File: src/hw/rtl/bmtr_pkg.sv
package bmtr_pkg;

  // Screen geometry and text layout.
  localparam int SCREEN_HEIGHT = 240;
  localparam int SCREEN_WIDTH  = 400;
  localparam int CHAR_STEP_X   = 8;
  localparam int LINE_STEP_Y   = 10;

  // Field widths fixed by the item formats.
  localparam int CHAR_W  = 8;
  localparam int GROW_W  = 3;
  localparam int XORG_W  = 9;
  localparam int YORG_W  = 8;
  localparam int COLOR_W = 24;
  localparam int ADDR_W  = 19;
  localparam int LINE_W  = 10;
  localparam int COL_W   = 6;

  // Pixel coordinates reach start_x + 63 steps + 7, below 2048 with the 8-pixel step size.
  localparam int COORD_W = 11;

  localparam int FONT_DEPTH = 2048;
  localparam int FONT_AW    = CHAR_W + GROW_W;

  localparam logic [LINE_W-1:0] CY_MAX    = '1;
  localparam logic [COL_W-1:0]  COL_MAX   = '1;
  localparam logic [COL_W-1:0]  COL_WRAP  = COL_W'(2);

  localparam logic [CHAR_W-1:0] CH_NUL     = 8'h00;
  localparam logic [CHAR_W-1:0] CH_NEWLINE = 8'h0a;
  localparam logic [CHAR_W-1:0] CH_SPACE   = 8'h20;

  localparam logic KIND_LOAD = 1'b0;
  localparam logic KIND_DRAW = 1'b1;

  // One screen column is SCREEN_HEIGHT pixels of three bytes each.
  localparam logic [ADDR_W-1:0] ROW_STEP = ADDR_W'(3 * SCREEN_HEIGHT);
  localparam logic [ADDR_W-1:0] TOP_OFS  = ADDR_W'(3 * (SCREEN_HEIGHT - 1));
  localparam logic [ADDR_W-1:0] PIX_BYTES = ADDR_W'(3);

  typedef struct packed {
    logic               kind;
    logic [CHAR_W-1:0]  character;
    logic [GROW_W-1:0]  glyph_row;
    logic [7:0]         row_bits;
    logic               first_of_string;
    logic [XORG_W-1:0]  origin_x;
    logic [YORG_W-1:0]  origin_y;
    logic [COLOR_W-1:0] pixel_color;
  } char_word_t;

  typedef struct packed {
    logic               write_enable;
    logic [ADDR_W-1:0]  byte_address;
    logic [COLOR_W-1:0] write_color;
    logic               off_screen;
    logic [LINE_W-1:0]  line_y;
    logic               last;
  } pix_word_t;

  // Controller to datapath.
  typedef struct packed {
    logic take;
    logic base;
    logic addr;
    logic step;
  } dp_cmd_t;

  // Datapath to controller.
  typedef struct packed {
    logic draw;
    logic pix_last;
    logic out_busy;
  } dp_sts_t;

endpackage

File: src/hw/rtl/bmtr_ctrl.sv
module bmtr_ctrl
  import bmtr_pkg::*;
(
  input  logic    clk,
  input  logic    rst,
  input  logic    char_valid,
  output logic    char_stall,
  input  dp_sts_t sts,
  output dp_cmd_t cmd
);

  localparam logic [1:0] S_IDLE = 2'd0;
  localparam logic [1:0] S_BASE = 2'd1;
  localparam logic [1:0] S_ADDR = 2'd2;
  localparam logic [1:0] S_WALK = 2'd3;

  logic [1:0] state;
  logic [1:0] state_next;

  always_comb begin
    cmd        = '0;
    state_next = state;
    unique case (state)
      S_IDLE: begin
        cmd.take = char_valid && !sts.out_busy && !rst;
        if (cmd.take && sts.draw) begin
          state_next = S_BASE;
        end
      end
      S_BASE: begin
        cmd.base   = 1'b1;
        state_next = S_ADDR;
      end
      S_ADDR: begin
        cmd.addr   = 1'b1;
        state_next = S_WALK;
      end
      S_WALK: begin
        cmd.step = !sts.out_busy;
        if (cmd.step && sts.pix_last) begin
          state_next = S_IDLE;
        end
      end
    endcase
  end

  // No word is taken while reset is held.
  assign char_stall = rst || (state != S_IDLE) || sts.out_busy;

  always_ff @(posedge clk) begin
    if (rst) begin
      state <= S_IDLE;
    end else begin
      state <= state_next;
    end
  end

  a_draw_starts: assert property (@(posedge clk) disable iff (rst)
    cmd.take && sts.draw |=> state == S_BASE)
    else $error("drawn character did not start its setup");

  a_walk_ends: assert property (@(posedge clk) disable iff (rst)
    state == S_WALK && cmd.step && sts.pix_last |=> state == S_IDLE && !char_stall ||
      state == S_IDLE)
    else $error("glyph walk did not return to idle");

  a_no_step_idle: assert property (@(posedge clk) disable iff (rst)
    cmd.step |-> !cmd.take && !cmd.base && !cmd.addr)
    else $error("pixel step overlaps another command");

endmodule

File: config.mk
export PLATFORM = sky130hd
export DESIGN_NAME = bmtr_ctrl
export DESIGN_NICKNAME = d
export VERILOG_FILES = /design/src/hw/rtl/bmtr_pkg.sv /design/src/hw/rtl/bmtr_ctrl.sv
export SDC_FILE = /design/constraint.sdc
export NUM_CORES = 1
export LEC_CHECK = 0
export ABC_AREA = 1
export BUFFER_PORTS_ARGS = -buffer_cell sky130_fd_sc_hd__buf_2
export CORE_AREA = 5 5 42 44
export DETAILED_ROUTE_END_ITERATION = 7
export DIE_AREA = 0 0 47 49
export SLEW_MARGIN = 20
export SYNTH_ARGS = -nofsm -noshare
export SYNTH_HDL_FRONTEND = slang
export SYNTH_SLANG_ARGS = --single-unit
File: constraint.sdc
create_clock -name clk -period 2.9 [get_ports clk]
set_input_delay 0.58 -clock clk [delete_from_list [all_inputs] [get_ports clk]]
set_output_delay 0.58 -clock clk [all_outputs]
set_load 0.03 [all_outputs]
==> qor.yml <==
synthesis:
  yosys.area.top_type: "ha_1"
  yosys_warnings: 0
  ys_types: 8
  yosys-top-cells-area: "ha_1, dfxtp_1, inv_1, nor2_1, nand3_1"
  synth_cells: 33
  syn-cell-area_sq_um: 211
  yosysTopAreaCellShare: 0.296
  yosysSeqAreaShare: 0.189
  synth-seq-cells: 2
  synth.avg_cell_area_sq_um: 6.41
  synth_fp_nets: 44
worst_setup_path:
  critPathArrivalTime_ns: 1.25
  r2r_end: "state[0]$_SDFFE_PP0P_"
  critical_path_required_ns: 2.32
  reg2reg_depth: 6
  cp-start-kind: "flop"
  critPathCaptureType: "output pin"
  r2r_slack_ns: 1.80
  crit_type: "reg2out"
  r2r-start: "state[0]$_SDFFE_PP0P_"
  crit_path_max_fanout: 4
sta:
  tns_ns: 0
  worst_pin_slew_ns: 0.161
  fin_skew_ns: 0.000324
  fin_crit_ns: 1.83
  clock.fmax_mhz: 545
  grt_setup_unrepaired: "false"
  worst_slack_ns: 1.07
  fin_crit_sh: 0.632
  max_slew_margin: 0.894
  finalMaxSlewViolations: 0
  hold_slack_ns: 0.541
  hold_viol: 0
  setup_viol: 0
grt:
  antenna_found_initial: 0
  grt_use_total: 0.0464
  grt_pass1_wl_microns: 696
  grt_pass1_vias: 203
  grt_max_degree: 5
  grt-ovfl-total: 0
drt:
  routedWlPerCell_microns: 7.79
  ant_nets: 0
  drt_iter0_drc: 0
  num_vias: 213
  drc_errors: 0
  wl_microns: 483
  first_pass_iters: 1
  vias_per_cell: 3.44
cells_and_area:
  final_core_util: 0.217
  syn2layout_area_growth_pct: 43.8
  final_cell_mix: "buf_2, inv_1, nor2_1"
  antenna-diode-count: 0
  final_area_sq_um: 304
  largest_registers: "state x2"
  nNetsFinal: 59
  final_cells: 62
  mostFrequentLayoutCell: "buf_2"
  largest_register_ffs: 2
  top_register: "state"
  post_route_cells_drive_above_1_share: 0.326
placed_design:
  place.gp.congestion: 0.719
  pre_cts_ws_ns: 1.17
  dp.cells: 59
  portBuffers: 10
  place_area_sq_um: 282
  hpwl_microns: 394
clocking:
  cts_tree: "done"
  clk_pin_slew_worst_paths_ns: 0.03
  post_cts_buffers: 0
  cts_resized: 0
  cts_buffers: 3
  htreeDepth: 1
  hold_buffers: 0
  clock_latency_ns: 0.22
  cts_num_sinks: 2
  cts_buffer_depth: 2
  clockRootBuffer: "clkbuf_4"
min_path:
  min_from: "state[1]$_SDFFE_PP0P_"
  hold_path_end: "state[1]$_SDFFE_PP0P_"
  worstHoldPathCells: 2
  hold_path.class: "reg2reg"
floorplan:
  pin_count: 11
  rows: 14
  die_h_microns: 49
  dieWidth_microns: 47
  start_util: 0.151
  die_area_sq_um: 2300
  core_area_sq_um: 1400
flow_run:
  maxCapViolations: 0
pwr:
  irDropWorstVdd_mv: 0.245
  pwr_density_cell_nw_per_um2: 812
  p_int_mw: 0.132
  clkPwrFrac: 0.245
  power_frac_comb: 0.558
  power.leakage_nw: 0.179
  p_seq_frac: 0.197
  switchingPower_mw: 0.114
  fin_total_pwr_mw: 0.247
  switching_share: 0.463
status:
  status: "finished clean"
==> Yosys cell counts <==
library cell,instances
inv_1,8
nor2_1,7
ha_1,5
nand2_1,4
nand3_1,3
a21oi_1,2
dfxtp_1,2
nand2_2,2
==> layer usage <==
| metal | up-vias | part of all wire | GRT usage |
|---|---|---|---|
| met5 | - | 0 | 0 |
| met4 | 0 | 0 | 0.0553 |
| met3 | 0 | 0.15 | 0.0295 |
| met2 | 9 | 0.40 | 0.0566 |
| met1 | 81 | 0.45 | 0.0459 |
| li1 | 123 | - | - |
==> power by group through the flow <==
stage          sequential (mW)  clock [mW]  combinational [mW]
3_5_place_dp            0.0495           0               0.138
5_1_grt                 0.0505      0.0664               0.154
3_3_place_gp            0.0490           0               0.137
6_report                0.0487      0.0604               0.138
4_1_cts                 0.0490      0.0661               0.140
2_1_floorplan           0.0467           0               0.111
==> critical path, stage by stage (launching register included) <==
cell     delay (ns)
dfxtp_1        0.33
inv_1          0.12
ha_1           0.20
nand3_1        0.10
nor2_1         0.09
buf_2          0.20
==> worst max path at each step <==
stage,from,slack [ns],cells past startpoint,end
2_1_floorplan,rst,0.88,3,cmd[3]
3_3_place_gp,rst,1.19,5,cmd[3]
3_5_place_dp,rst,1.17,5,cmd[3]
4_1_cts,state[0]$_SDFFE_PP0P_,1.04,5,cmd[3]
5_1_grt,state[0]$_SDFFE_PP0P_,1.0,5,cmd[3]
6_report,state[0]$_SDFFE_PP0P_,1.07,5,cmd[3]
==> cells by family (layout without fill, tap and decap cells) <==
family          count (synthesis)  in the layout  share of synthesized area
compound gates                  2              2                     0.0473
fa+ha+maj                       5              5                      0.296
buf+inv                         8             21                      0.142
flops                           2              2                      0.189
simple gates                   16             16                      0.325
==> cell type report <==
type                    instances  area, sq um
flip-flops and latches          2         40.0
fillers                       172         1100
inverters                       8         30.0
repair buffers                 10         50.0
clock buffers                   3         22.5
well taps                      16         20.0
multi-input cells              23          141
Power figures use the tool's default switching activity.
